File: config.mk
export PLATFORM = sky130hd
export DESIGN_NAME = broadcast_queue_with_reader_offsets_top
export DESIGN_NICKNAME = d
export VERILOG_FILES = /design/src/hdl/bqro_pkg.sv /design/src/hdl/bqro_dp.sv /design/src/hdl/bqro_ctrl.sv /design/src/hdl/broadcast_queue_with_reader_offsets_top.sv
export SDC_FILE = /design/constraint.sdc
export NUM_CORES = 2
export LEC_CHECK = 0
export BUFFER_PORTS_ARGS = -buffer_cell sky130_fd_sc_hd__buf_2
export CAP_MARGIN = 0
export CORE_UTILIZATION = 25
export CTS_CLUSTER_DIAMETER = 40
export DETAILED_ROUTE_END_ITERATION = 8
export GPL_TIMING_DRIVEN = 0
export SLEW_MARGIN = 20
export SYNTH_ARGS = -nofsm -noshare
export SYNTH_HDL_FRONTEND = slang
export SYNTH_HIERARCHICAL = 1
export SYNTH_SLANG_ARGS = --single-unit
File: constraint.sdc
create_clock -name clk -period 13.45 [get_ports clk]
set_clock_uncertainty 0.05 [all_clocks]
set_input_delay 2.69 -clock clk [delete_from_list [all_inputs] [get_ports clk]]
set_output_delay 2.69 -clock clk [all_outputs]
set_load 0.02 [all_outputs]
File: src/hdl/bqro_pkg.sv
// Shared types and constants for the broadcast queue with per-reader offsets.
// Holds status and function codes, the command set and the flag bundle.
// No dependencies.
package bqro_pkg;

  localparam int CAP_W = 5;
  localparam logic [CAP_W-1:0] CAP_RESET = 5'd16;

  localparam logic [2:0] FN_SUB    = 3'd0;
  localparam logic [2:0] FN_UNSUB  = 3'd1;
  localparam logic [2:0] FN_ADD    = 3'd2;
  localparam logic [2:0] FN_GET    = 3'd3;
  localparam logic [2:0] FN_AVAIL  = 3'd4;
  localparam logic [2:0] FN_REMOVE = 3'd5;

  localparam logic [2:0] ST_OK         = 3'd0;
  localparam logic [2:0] ST_NOT_SUB    = 3'd1;
  localparam logic [2:0] ST_FULL       = 3'd2;
  localparam logic [2:0] ST_NOTHING    = 3'd3;
  localparam logic [2:0] ST_DROPPED    = 3'd4;
  localparam logic [2:0] ST_NOT_FOUND  = 3'd5;
  localparam logic [2:0] ST_TABLE_FULL = 3'd6;

  typedef enum logic [4:0] {
    C_NONE,
    C_LOAD,
    C_SUB,
    C_ADD,
    C_SET_STATUS,
    C_TAG_STEP,
    C_UNSUB,
    C_AVAIL,
    C_GET_ISSUE,
    C_GET_TAKE,
    C_MIN_START,
    C_MIN_STEP,
    C_RETIRE,
    C_MSG_ISSUE,
    C_MSG_NEXT,
    C_MARK,
    C_COPY_ISSUE,
    C_COPY_WRITE,
    C_REMOVE_DONE,
    C_OUTPUT
  } cmd_op_t;

  typedef struct packed {
    cmd_op_t    op;
    logic [2:0] st;
  } cmd_t;

  typedef struct packed {
    logic [2:0] func;
    logic       tag_end;
    logic       tag_hit;
    logic       off_empty;
    logic       msg_end;
    logic       msg_hit;
    logic       copy_end;
  } flags_t;

endpackage

File: src/hdl/bqro_dp.sv
// Datapath: message store, subscriber table, counters, capacity register
// and the output register. Executes one command per cycle.
// Depends on bqro_pkg.
module bqro_dp #(
  parameter int MSG_DEPTH       = 16,
  parameter int MAX_SUBSCRIBERS = 16,
  parameter int DATA_WIDTH      = 32,
  parameter int ID_WIDTH        = 16,
  localparam int CW             = $clog2(MSG_DEPTH + 1)
) (
  input  logic                      clk,
  input  logic                      rst,
  input  bqro_pkg::cmd_t            cmd,
  output bqro_pkg::flags_t          flags,
  input  logic [2:0]                func,
  input  logic [ID_WIDTH-1:0]       subscriber_id,
  input  logic [DATA_WIDTH-1:0]     message_data,
  input  logic                      cfg_we,
  input  logic [bqro_pkg::CAP_W-1:0] cfg_wdata,
  output logic [bqro_pkg::CAP_W-1:0] capacity,
  output logic [2:0]                status,
  output logic [DATA_WIDTH-1:0]     read_data,
  output logic [CW-1:0]             available_count
);

  localparam int AW  = (MSG_DEPTH > 1) ? $clog2(MSG_DEPTH) : 1;
  localparam int SW  = $clog2(MAX_SUBSCRIBERS + 1);
  localparam int SIW = (MAX_SUBSCRIBERS > 1) ? $clog2(MAX_SUBSCRIBERS) : 1;
  localparam int IXW = (SW > CW) ? SW : CW;
  localparam int EW  = (CW > bqro_pkg::CAP_W) ? CW : bqro_pkg::CAP_W;

  logic [DATA_WIDTH-1:0] store [MSG_DEPTH];
  logic [DATA_WIDTH-1:0] rd_q;
  logic [ID_WIDTH-1:0]   tags [MAX_SUBSCRIBERS];
  logic [CW-1:0]         offs [MAX_SUBSCRIBERS];
  logic [CW-1:0]         count;
  logic [AW-1:0]         oldest;
  logic [SW-1:0]         scount;
  logic [2:0]            func_q;
  logic [ID_WIDTH-1:0]   tag_q;
  logic [DATA_WIDTH-1:0] data_q;
  logic [IXW-1:0]        idx;
  logic [CW-1:0]         fidx;
  logic [CW-1:0]         minv;
  logic [2:0]            status_q;
  logic [DATA_WIDTH-1:0] rdata_q;
  logic [CW-1:0]         avail_q;

  logic [SIW-1:0]        sidx;
  logic [CW-1:0]         cur_off;
  logic                  add_full;
  logic                  sub_full;
  logic [AW-1:0]         raddr;
  logic [AW-1:0]         waddr;
  logic [DATA_WIDTH-1:0] wdata;
  logic                  we;

  function automatic logic [AW-1:0] slot(input logic [AW-1:0] base, input logic [CW-1:0] k);
    logic [CW:0] s;
    s = (CW+1)'(base) + (CW+1)'(k);
    if (s >= (CW+1)'(MSG_DEPTH)) begin
      s = s - (CW+1)'(MSG_DEPTH);
    end
    return s[AW-1:0];
  endfunction

  assign sidx     = idx[SIW-1:0];
  assign cur_off  = offs[sidx];
  assign sub_full = scount >= SW'(MAX_SUBSCRIBERS);
  assign add_full = (EW'(count) >= EW'(capacity)) || (count >= CW'(MSG_DEPTH));

  assign flags.func      = func_q;
  assign flags.tag_end   = idx >= IXW'(scount);
  assign flags.tag_hit   = tags[sidx] == tag_q;
  assign flags.off_empty = cur_off >= count;
  assign flags.msg_end   = idx >= IXW'(count);
  assign flags.msg_hit   = rd_q == data_q;
  assign flags.copy_end  = ({1'b0, idx} + (IXW+1)'(1)) >= (IXW+1)'(count);

  always_comb begin
    case (cmd.op)
      bqro_pkg::C_GET_ISSUE:  raddr = slot(oldest, cur_off);
      bqro_pkg::C_COPY_ISSUE: raddr = slot(oldest, idx[CW-1:0] + CW'(1));
      default:                raddr = slot(oldest, idx[CW-1:0]);
    endcase
    if (cmd.op == bqro_pkg::C_COPY_WRITE) begin
      we    = 1'b1;
      waddr = slot(oldest, idx[CW-1:0]);
      wdata = rd_q;
    end else begin
      we    = (cmd.op == bqro_pkg::C_ADD) && (scount != '0) && !add_full;
      waddr = slot(oldest, count);
      wdata = data_q;
    end
  end

  always_ff @(posedge clk) begin
    if (cmd.op == bqro_pkg::C_GET_ISSUE || cmd.op == bqro_pkg::C_MSG_ISSUE ||
        cmd.op == bqro_pkg::C_COPY_ISSUE) begin
      rd_q <= store[raddr];
    end
    if (we) begin
      store[waddr] <= wdata;
    end
  end

  always_ff @(posedge clk) begin
    if (rst) begin
      count    <= '0;
      oldest   <= '0;
      scount   <= '0;
      capacity <= bqro_pkg::CAP_RESET;
    end else begin
      if (cfg_we && count == '0) begin
        capacity <= cfg_wdata;
      end
      case (cmd.op)
        bqro_pkg::C_SUB: begin
          if (!sub_full) scount <= scount + SW'(1);
        end
        bqro_pkg::C_ADD: begin
          if (scount != '0 && !add_full) count <= count + CW'(1);
        end
        bqro_pkg::C_UNSUB: begin
          scount <= scount - SW'(1);
        end
        bqro_pkg::C_RETIRE: begin
          count  <= count - minv;
          oldest <= slot(oldest, minv);
        end
        bqro_pkg::C_REMOVE_DONE: begin
          count <= count - CW'(1);
        end
        default: ;
      endcase
    end
  end

  always_ff @(posedge clk) begin
    case (cmd.op)
      bqro_pkg::C_LOAD: begin
        func_q   <= func;
        tag_q    <= subscriber_id;
        data_q   <= message_data;
        idx      <= '0;
        status_q <= bqro_pkg::ST_OK;
        rdata_q  <= '0;
        avail_q  <= '0;
      end
      bqro_pkg::C_SUB: begin
        if (sub_full) begin
          status_q <= bqro_pkg::ST_TABLE_FULL;
        end else begin
          tags[scount[SIW-1:0]] <= tag_q;
          offs[scount[SIW-1:0]] <= count;
        end
      end
      bqro_pkg::C_ADD: begin
        if (scount == '0) status_q <= bqro_pkg::ST_DROPPED;
        else if (add_full) status_q <= bqro_pkg::ST_FULL;
      end
      bqro_pkg::C_SET_STATUS: status_q <= cmd.st;
      bqro_pkg::C_TAG_STEP, bqro_pkg::C_MSG_NEXT, bqro_pkg::C_COPY_WRITE: begin
        idx <= idx + IXW'(1);
      end
      bqro_pkg::C_UNSUB: begin
        // close the gap left by the removed entry
        for (int j = 0; j < MAX_SUBSCRIBERS - 1; j++) begin
          if (SIW'(j) >= sidx) begin
            tags[j] <= tags[j+1];
            offs[j] <= offs[j+1];
          end
        end
      end
      bqro_pkg::C_AVAIL: begin
        avail_q <= (cur_off >= count) ? '0 : count - cur_off;
      end
      bqro_pkg::C_GET_TAKE: begin
        rdata_q    <= rd_q;
        offs[sidx] <= cur_off + CW'(1);
      end
      bqro_pkg::C_MIN_START: begin
        idx  <= '0;
        minv <= count;
      end
      bqro_pkg::C_MIN_STEP: begin
        if (cur_off < minv) minv <= cur_off;
        idx <= idx + IXW'(1);
      end
      bqro_pkg::C_RETIRE: begin
        for (int j = 0; j < MAX_SUBSCRIBERS; j++) begin
          offs[j] <= offs[j] - minv;
        end
      end
      bqro_pkg::C_MARK: fidx <= idx[CW-1:0];
      bqro_pkg::C_REMOVE_DONE: begin
        for (int j = 0; j < MAX_SUBSCRIBERS; j++) begin
          if (offs[j] > fidx) offs[j] <= offs[j] - CW'(1);
        end
      end
      bqro_pkg::C_OUTPUT: begin
        status          <= status_q;
        read_data       <= rdata_q;
        available_count <= avail_q;
      end
      default: ;
    endcase
  end

  a_count_bound: assert property (@(posedge clk) disable iff (rst)
    count <= CW'(MSG_DEPTH)) else $error("message count above depth");
  a_sub_bound: assert property (@(posedge clk) disable iff (rst)
    scount <= SW'(MAX_SUBSCRIBERS)) else $error("subscriber count above table size");
  a_oldest_bound: assert property (@(posedge clk) disable iff (rst)
    32'(oldest) < MSG_DEPTH) else $error("oldest slot out of range");
  a_fail_zero: assert property (@(posedge clk) disable iff (rst)
    cmd.op == bqro_pkg::C_OUTPUT && status_q != bqro_pkg::ST_OK |=>
      read_data == '0 && available_count == '0)
    else $error("failed request carries data");

endmodule

File: src/hdl/bqro_ctrl.sv
// Controller: sequences each request through search, read, retire and
// compaction steps and owns the output valid flag.
// Depends on bqro_pkg.
module bqro_ctrl (
  input  logic             clk,
  input  logic             rst,
  input  logic             in_valid,
  output logic             in_stall,
  output logic             out_valid,
  input  logic             out_stall,
  input  bqro_pkg::flags_t flags,
  output bqro_pkg::cmd_t   cmd
);

  typedef enum logic [3:0] {
    S_IDLE, S_DISP, S_SRCH, S_GCHK, S_GTAKE, S_MIN0, S_MINS,
    S_MRD, S_MCMP, S_CRD, S_CWR, S_FIN
  } state_t;

  state_t state, state_next;

  assign in_stall = state != S_IDLE;

  always_comb begin
    cmd.op     = bqro_pkg::C_NONE;
    cmd.st     = bqro_pkg::ST_OK;
    state_next = state;
    case (state)
      S_IDLE: begin
        if (in_valid) begin
          cmd.op     = bqro_pkg::C_LOAD;
          state_next = S_DISP;
        end
      end
      S_DISP: begin
        case (flags.func)
          bqro_pkg::FN_SUB: begin
            cmd.op     = bqro_pkg::C_SUB;
            state_next = S_FIN;
          end
          bqro_pkg::FN_ADD: begin
            cmd.op     = bqro_pkg::C_ADD;
            state_next = S_FIN;
          end
          bqro_pkg::FN_UNSUB, bqro_pkg::FN_GET, bqro_pkg::FN_AVAIL: state_next = S_SRCH;
          bqro_pkg::FN_REMOVE: state_next = S_MRD;
          default: state_next = S_FIN;
        endcase
      end
      S_SRCH: begin
        if (flags.tag_end) begin
          cmd.op     = bqro_pkg::C_SET_STATUS;
          cmd.st     = bqro_pkg::ST_NOT_SUB;
          state_next = S_FIN;
        end else if (flags.tag_hit) begin
          case (flags.func)
            bqro_pkg::FN_UNSUB: begin
              cmd.op     = bqro_pkg::C_UNSUB;
              state_next = S_MIN0;
            end
            bqro_pkg::FN_GET: state_next = S_GCHK;
            default: begin
              cmd.op     = bqro_pkg::C_AVAIL;
              state_next = S_FIN;
            end
          endcase
        end else begin
          cmd.op = bqro_pkg::C_TAG_STEP;
        end
      end
      S_GCHK: begin
        if (flags.off_empty) begin
          cmd.op     = bqro_pkg::C_SET_STATUS;
          cmd.st     = bqro_pkg::ST_NOTHING;
          state_next = S_FIN;
        end else begin
          cmd.op     = bqro_pkg::C_GET_ISSUE;
          state_next = S_GTAKE;
        end
      end
      S_GTAKE: begin
        cmd.op     = bqro_pkg::C_GET_TAKE;
        state_next = S_MIN0;
      end
      S_MIN0: begin
        cmd.op     = bqro_pkg::C_MIN_START;
        state_next = S_MINS;
      end
      S_MINS: begin
        // walk offsets for the minimum, then retire that many messages
        if (flags.tag_end) begin
          cmd.op     = bqro_pkg::C_RETIRE;
          state_next = S_FIN;
        end else begin
          cmd.op = bqro_pkg::C_MIN_STEP;
        end
      end
      S_MRD: begin
        if (flags.msg_end) begin
          cmd.op     = bqro_pkg::C_SET_STATUS;
          cmd.st     = bqro_pkg::ST_NOT_FOUND;
          state_next = S_FIN;
        end else begin
          cmd.op     = bqro_pkg::C_MSG_ISSUE;
          state_next = S_MCMP;
        end
      end
      S_MCMP: begin
        if (flags.msg_hit) begin
          cmd.op     = bqro_pkg::C_MARK;
          state_next = S_CRD;
        end else begin
          cmd.op     = bqro_pkg::C_MSG_NEXT;
          state_next = S_MRD;
        end
      end
      S_CRD: begin
        if (flags.copy_end) begin
          cmd.op     = bqro_pkg::C_REMOVE_DONE;
          state_next = S_FIN;
        end else begin
          cmd.op     = bqro_pkg::C_COPY_ISSUE;
          state_next = S_CWR;
        end
      end
      S_CWR: begin
        cmd.op     = bqro_pkg::C_COPY_WRITE;
        state_next = S_CRD;
      end
      S_FIN: begin
        // hold until the output register is free
        if (!out_valid || !out_stall) begin
          cmd.op     = bqro_pkg::C_OUTPUT;
          state_next = S_IDLE;
        end
      end
      default: state_next = S_IDLE;
    endcase
  end

  always_ff @(posedge clk) begin
    if (rst) begin
      state     <= S_IDLE;
      out_valid <= 1'b0;
    end else begin
      state <= state_next;
      if (cmd.op == bqro_pkg::C_OUTPUT) out_valid <= 1'b1;
      else if (!out_stall) out_valid <= 1'b0;
    end
  end

endmodule

File: src/hdl/broadcast_queue_with_reader_offsets_top.sv
// Broadcast queue top: one request in, one result out, capacity over APB.
// Subscribe and add finish straight from dispatch; get and unsubscribe walk the subscriber
// table, and remove walks and compacts the stored words through one store port.
// Throughput: one request at a time; a new one is taken while a result waits.
// Reset (synchronous, rst high) clears counters and state; capacity returns to 16.
// Depends on bqro_pkg, bqro_ctrl, bqro_dp.
module broadcast_queue_with_reader_offsets_top #(
  parameter int MSG_DEPTH       = 16,
  parameter int MAX_SUBSCRIBERS = 16,
  parameter int DATA_WIDTH      = 32,
  parameter int ID_WIDTH        = 16,
  localparam int CW             = $clog2(MSG_DEPTH + 1)
) (
  input  logic                  clk,
  input  logic                  rst,
  input  logic                  in_valid,
  output logic                  in_stall,
  input  logic [2:0]            func,
  input  logic [ID_WIDTH-1:0]   subscriber_id,
  input  logic [DATA_WIDTH-1:0] message_data,
  output logic                  out_valid,
  input  logic                  out_stall,
  output logic [2:0]            status,
  output logic [DATA_WIDTH-1:0] read_data,
  output logic [CW-1:0]         available_count,
  input  logic                  psel,
  input  logic                  penable,
  input  logic                  pwrite,
  input  logic [2:0]            paddr,
  input  logic [31:0]           pwdata,
  output logic [31:0]           prdata,
  output logic                  pready
);

  bqro_pkg::cmd_t              cmd;
  bqro_pkg::flags_t            flags;
  logic                        cfg_we;
  logic [bqro_pkg::CAP_W-1:0]  capacity;

  assign pready = 1'b1;
  assign cfg_we = psel && penable && pwrite && !paddr[2];
  assign prdata = paddr[2] ? 32'd0 : 32'(capacity);

  bqro_ctrl u_ctrl (
    .clk       (clk),
    .rst       (rst),
    .in_valid  (in_valid),
    .in_stall  (in_stall),
    .out_valid (out_valid),
    .out_stall (out_stall),
    .flags     (flags),
    .cmd       (cmd)
  );

  bqro_dp #(
    .MSG_DEPTH       (MSG_DEPTH),
    .MAX_SUBSCRIBERS (MAX_SUBSCRIBERS),
    .DATA_WIDTH      (DATA_WIDTH),
    .ID_WIDTH        (ID_WIDTH)
  ) u_dp (
    .clk             (clk),
    .rst             (rst),
    .cmd             (cmd),
    .flags           (flags),
    .func            (func),
    .subscriber_id   (subscriber_id),
    .message_data    (message_data),
    .cfg_we          (cfg_we),
    .cfg_wdata       (pwdata[bqro_pkg::CAP_W-1:0]),
    .capacity        (capacity),
    .status          (status),
    .read_data       (read_data),
    .available_count (available_count)
  );

endmodule
* Word level (Yosys, flattened, before mapping)
Memory sizes are Yosys's and may differ from the RTL's. A register that Yosys moved wholly into a read port is not among the register bits.
Index checks and enable logic that the tools add are counted.
** Storage, ports and cells
- Input port bits :: 93
- Memories :: 3
- Bits in writable memories :: 848
- Output and inout port bits :: 75
- Bits in registers :: 170
** Cells by class
- $add $sub $neg :: 51
- Bitwise logic cells :: 31
- Mux-type cells :: 198
- Equality and inequality tests :: 47
- Order comparisons :: 44
- Reduce and logical (&&, ||, !) cells :: 39
** Memories
- u_dp.store :: depth 16, width 32, read ports 1, clocked after Yosys merged registers in 1, wr ports 1, RTL line bqro_dp.sv:32 : logic [DATA_WIDTH-1:0] store [MSG_DEPTH];
- u_dp.tags :: depth 16, width 16, read ports 16, clocked after Yosys merged registers in 1, wr ports 15, RTL line bqro_dp.sv:34 : logic [ID_WIDTH-1:0] tags [MAX_SUBSCRIBERS];
- u_dp.offs :: depth 16, width 5, read ports 17, clocked after Yosys merged registers in 1, wr ports 16, RTL line bqro_dp.sv:35 : logic [CW-1:0] offs [MAX_SUBSCRIBERS];
** Operators by type and width (count)
- $mux 5 :: 41
- $mux 1 :: 112
- $sub 5x1->5 const B :: 18
- $sub 5x5->5 :: 18
- $gt 5x5->1 :: 16
- $mux 4 :: 20
- $pmux 32 s2 :: 1
- $pmux 5 s12 :: 1
- $pmux 4 s12 :: 1
- $eq 5x4->1 const B :: 8
- $pmux 5 s2 :: 4
- $eq 32x32->1 :: 1
- $mux 32 :: 1
- $or 1x1->1 :: 31
- $add 4x5->6 :: 5
- $ge 6x5->1 const B :: 5
- $ge 4x4->1 const A :: 7
- $pmux 4 s2 :: 3
- $add 5x1->5 const B :: 4
- $eq 5x3->1 const B :: 4
- $eq 5x5->1 const B :: 4
- $ge 5x5->1 :: 4
- $sub 4x1->4 const B :: 5
- $eq 16x16->1 :: 1
- 46 further kinds :: 95

* Logic depth before layout (Yosys ltp)
- Word-level depth :: 13
- Gate-level depth with buffers :: 35
- Gate-level depth less buffers :: 28

* By module
The synthesis kept the hierarchy.
** Modules (own cells, without submodules)
- bqro_dp :: instances 1, cells each 4274, seq. area each 31270.0 µm², area an instance 52544.1 µm²
- bqro_ctrl :: instances 1, cells each 123, seq. area each 100.1 µm², area an instance 783.3 µm²
- broadcast_queue_with_reader_offsets_top :: instances 1, cells each 36, seq. area each 0.0 µm², area an instance 271.5 µm²

* Least setup slack after synthesis
OpenSTA, ideal clock, no wires.
- Path type :: in2reg
- Start point :: in out_stall
- End point :: mem u_dp.store[1][0], enable pin
- Setup time :: 0.425 ns
- Data arrival time :: 6.126 ns
- Stages on the path :: 11
- Setup slack :: 6.849 ns
- Cells stage by stage :: nand2_1 nand2_1 a21o_1 nand3_1 clkbuf_1 nand2_1 or3_1 nor3_1 o21ai_0 o32ai_1 nor2b_1
** RTL lines
- start: declaration :: RTL line broadcast_queue_with_reader_offsets_top.sv:22 : input logic out_stall,
- end: declaration :: RTL line bqro_dp.sv:32

==> results.md <==
* Critical path required time at 13.89 ns
* Total wire length at 173300 um
* Fillers at 21.34k
* Total Neg Setup Slack at 0 ns
* Final setup violation count at 0
* GRT Residual Overflow at 0
* Initial detailed-routing violation count at 3763
* Worst skew pair latency at 0.81 ns
* RSZ-0062 raised after global routing: no
* CTS tree: yes
* Die height at 465.0 um
* Antenna-violating nets left at 0
* Final HPWL DP at 126500 um
* Post_cts resized at 0
* First-pass GRT wire length at 252800 um
* Crit Reg-Reg Endpoint: u_dp/rd_q[1]
* Placer Congestion at 0.9137
* Hold Path Class: flop to flop
* Ys async rst share at 0
* Post-CTS Setup Inserts at 0
* Mapped Area at 53600 um2
* Die area at 216300 um2
* Initial antenna violation count at 7
* Leak pwr at 23.46 nW
* Final min period at 9.978 ns
* Yosys reg bits at 1054
* Post-synthesis sequential area ratio at 0.5853
* Slew of the pin with the lowest slew margin at 1.261 ns
* Avg Vias per Cell at 4.957
* Placed inst area at 58860 um2
* Critical Path Slowest Stage Cell: clkbuf_1
* Core Area at 212500 um2
* CTS Hold Bufs at 0
* Yosys cell types at 84
* Synth warnings at 6
* Most frequent cells in the layout: nand2_1 (1042), edfxtp_1 (1026), ha_1 (205)
* R2R cell count at 32
* Cell Pwr Density at 264.8 nW/um2
* Worst VDD drop at 0.0001738 V
* Num CTS Buffers at 157
* Placed cells at 7432
* # rows at 169
* Post-route cell area at 64320 um2
* Max Slew Vio Count at 0
* Tot GR Track Use at 0.1565
* DR pass1 iterations at 7
* Post-synth top area share at 0.5748
* Clock-pin slew on the worst setup and hold paths at 0.05 ns
* Final net count at 5093
* Leading area contributor after synthesis: edfxtp_1
* IO Pins at 168
* Non-filler cells, final at 7731
* Crit. End Element: flop
* Drt wl/cell at 22.42 um
* Max Freq at 0.1002 GHz
* Status: finished clean
* Syn avg cell area at 12.09 um2
* Pin count of the biggest net entering global routing at 39
* Count of max-cap constraint violations at 0
* Routed via count at 38.33k
* Area Growth Syn to Fin at 20.00%
* Largest stage delay on the critical path at 0.74 ns
* Utilization after layout at 0.3027
* Commonest non-fill, non-tap cell in the layout: nand2_1
* Post-synth EDFFs at 1026
* Crit share post-route at 0.7419
* Layout cells sized above 1 at 0.1648
* Endpoints failing hold at 0
* Clock sink count at 1054
* Register-to-register setup slack at 3.47 ns
* CP Max Fanout at 10
* H-tree depth at 4
* Vias in the first global route at 37.51k
* Clock Path Buffers at 3
* Worst Hold End: u_dp/read_data[27]
* Max-slew headroom at 0.1531
* Hold depth at 0
* WS Path Type: flop to flop
* Critical path startpoint category: flop
* Die X at 465.0 um
* Port bufs at 110
* Syn Inst Count at 4433
* Root buffer cell: clkbuf_16
* Residual DRC at 0
* Top cells by area, synth: edfxtp_1 (57%), nand2_1 (7.3%), ha_1 (4.8%)
* Starting Density at 0.2522
* Synth Flop Type: edfxtp_1
* Critical Path AT at 10.42 ns
* Hold Startpoint: u_dp/rdata_q[27]
-- cells by family after synthesis --
group,after synthesis,synth area share
other cells,2,0.0001401
fa+ha+maj,228,0.05645
simple gates,1607,0.1304
buf+inv,417,0.03471
flops,1054,0.5853
compound gates,688,0.08777
mux,284,0.08028
xor+xnor,153,0.02500
-- state kept, by name, summed over array words and instances, names as in the netlist, 4 cells and up, named ones only --
name / flops
u_dp/count: 5
u_dp/oldest: 4
u_dp/data_q: 32
u_dp/tags: 256
u_dp/read_data: 32
u_dp/minv: 5
u_dp/capacity: 5
u_dp/store: 512
u_dp/tag_q: 16
u_dp/scount: 5
u_dp/avail_q: 5
u_dp/rd_q: 32
u_dp/offs: 80
u_dp/available_count: 5
u_dp/rdata_q: 32
u_ctrl/state: 4
u_dp/idx: 5
u_dp/fidx: 5
-- cells in the mapped netlist (7+ instances only) --
| master | count |
|---|---|
| a211oi_1 | 81 |
| a21o_1 | 51 |
| a21oi_1 | 120 |
| a22o_1 | 8 |
| a22oi_1 | 19 |
| a311oi_1 | 66 |
| a31oi_1 | 99 |
| and2_1 | 13 |
| and3_1 | 100 |
| buf_1 | 33 |
| buf_2 | 67 |
| buf_4 | 29 |
| clkbuf_1 | 158 |
| dfxtp_1 | 28 |
| edfxtp_1 | 1026 |
| fa_1 | 23 |
| ha_1 | 205 |
| inv_1 | 119 |
| mux2_2 | 125 |
| mux2i_1 | 58 |
| mux4_2 | 88 |
| mux4_4 | 7 |
| nand2_1 | 1042 |
| nand2b_1 | 19 |
| nand3_1 | 169 |
| nand4_1 | 11 |
| nor2_1 | 120 |
| nor2b_1 | 42 |
| nor3_1 | 25 |
| nor3b_1 | 10 |
| nor4_1 | 15 |
| o211ai_1 | 20 |
| o21a_1 | 46 |
| o21ai_0 | 81 |
| o221a_2 | 7 |
| o221ai_1 | 11 |
| o22ai_1 | 20 |
| or3_1 | 7 |
| xnor2_1 | 79 |
| xor2_1 | 74 |
-- final cells by class --
type / instances / area, um2 / share of cell area
Sequential cell: 1054 / 31370 / 0.4877
Buffer: 297 / 1414 / 0.02198
Clock buffer: 174 / 4033 / 0.06270
Timing Repair Buffer: 154 / 1361 / 0.02116
Inverter: 120 / 450.4 / 0.007003
Multi-Input combinational cell: 2988 / 20740 / 0.3225
Tap cell: 2821 / 3530 / 0.05488
Clock inverter: 116 / 1404 / 0.02183
Antenna cell: 7 / 17.52 / 0.0002723
-- where the power goes --
group	total, W	leakage (nW)	switching (W)	internal (W)
logic	0.00769	11.3	0.00514	0.00255
registers	0.00518	9.53	0.000479	0.00470
clock network	0.00416	2.61	0.00165	0.00251
-- routing by layer --
layer	vias up	wire (um)	share of wire	GRT usage
met5	-	10	0.000058	0
li1	17100	-	-	-
met2	1711	83390	0.48	0.2619
met3	373	12720	0.073	0.02713
met1	19140	69470	0.40	0.1969
met4	2	7699	0.044	0.06989
-- worst max path at each step --
stage                   endpoint       from
6_report            u_dp/rd_q[1]       flop
5_1_grt             u_dp/rd_q[5]       flop
4_1_cts             u_dp/rd_q[1]       flop
3_5_place_dp        u_dp/rd_q[1]       flop
3_3_place_gp   u_dp/store[5][15]       flop
2_1_floorplan   u_dp/store[1][0]  out_stall
-- critical path: cells and delay by family, from the launching register on --
family	cells	cell delay [ns]
DFF	1	0.30
muxes	2	0.61
xor gates and xnor gates	1	0.18
and+or+nand+nor	5	1.54
AOI/OAI and AO/OA	11	2.65
buffers and inverters	10	3.49
adders and majority gates	3	0.82
-- stage by stage --
| stage | total power, W | hold slack (ns) | worst slack (ns) |
|---|---|---|---|
| finish | 0.01703 | 0.3662 | 3.472 |
| global placement | 0.01256 | 0.3552 | 2.951 |
| global route | 0.01785 | 0.3696 | 3.207 |
| floorplan | 0.009849 | 0.3503 | 6.849 |
| detailed placement | 0.01279 | 0.3545 | 3.719 |
| CTS | 0.01701 | 0.3683 | 3.622 |
(Power assumes the default switching activity.)
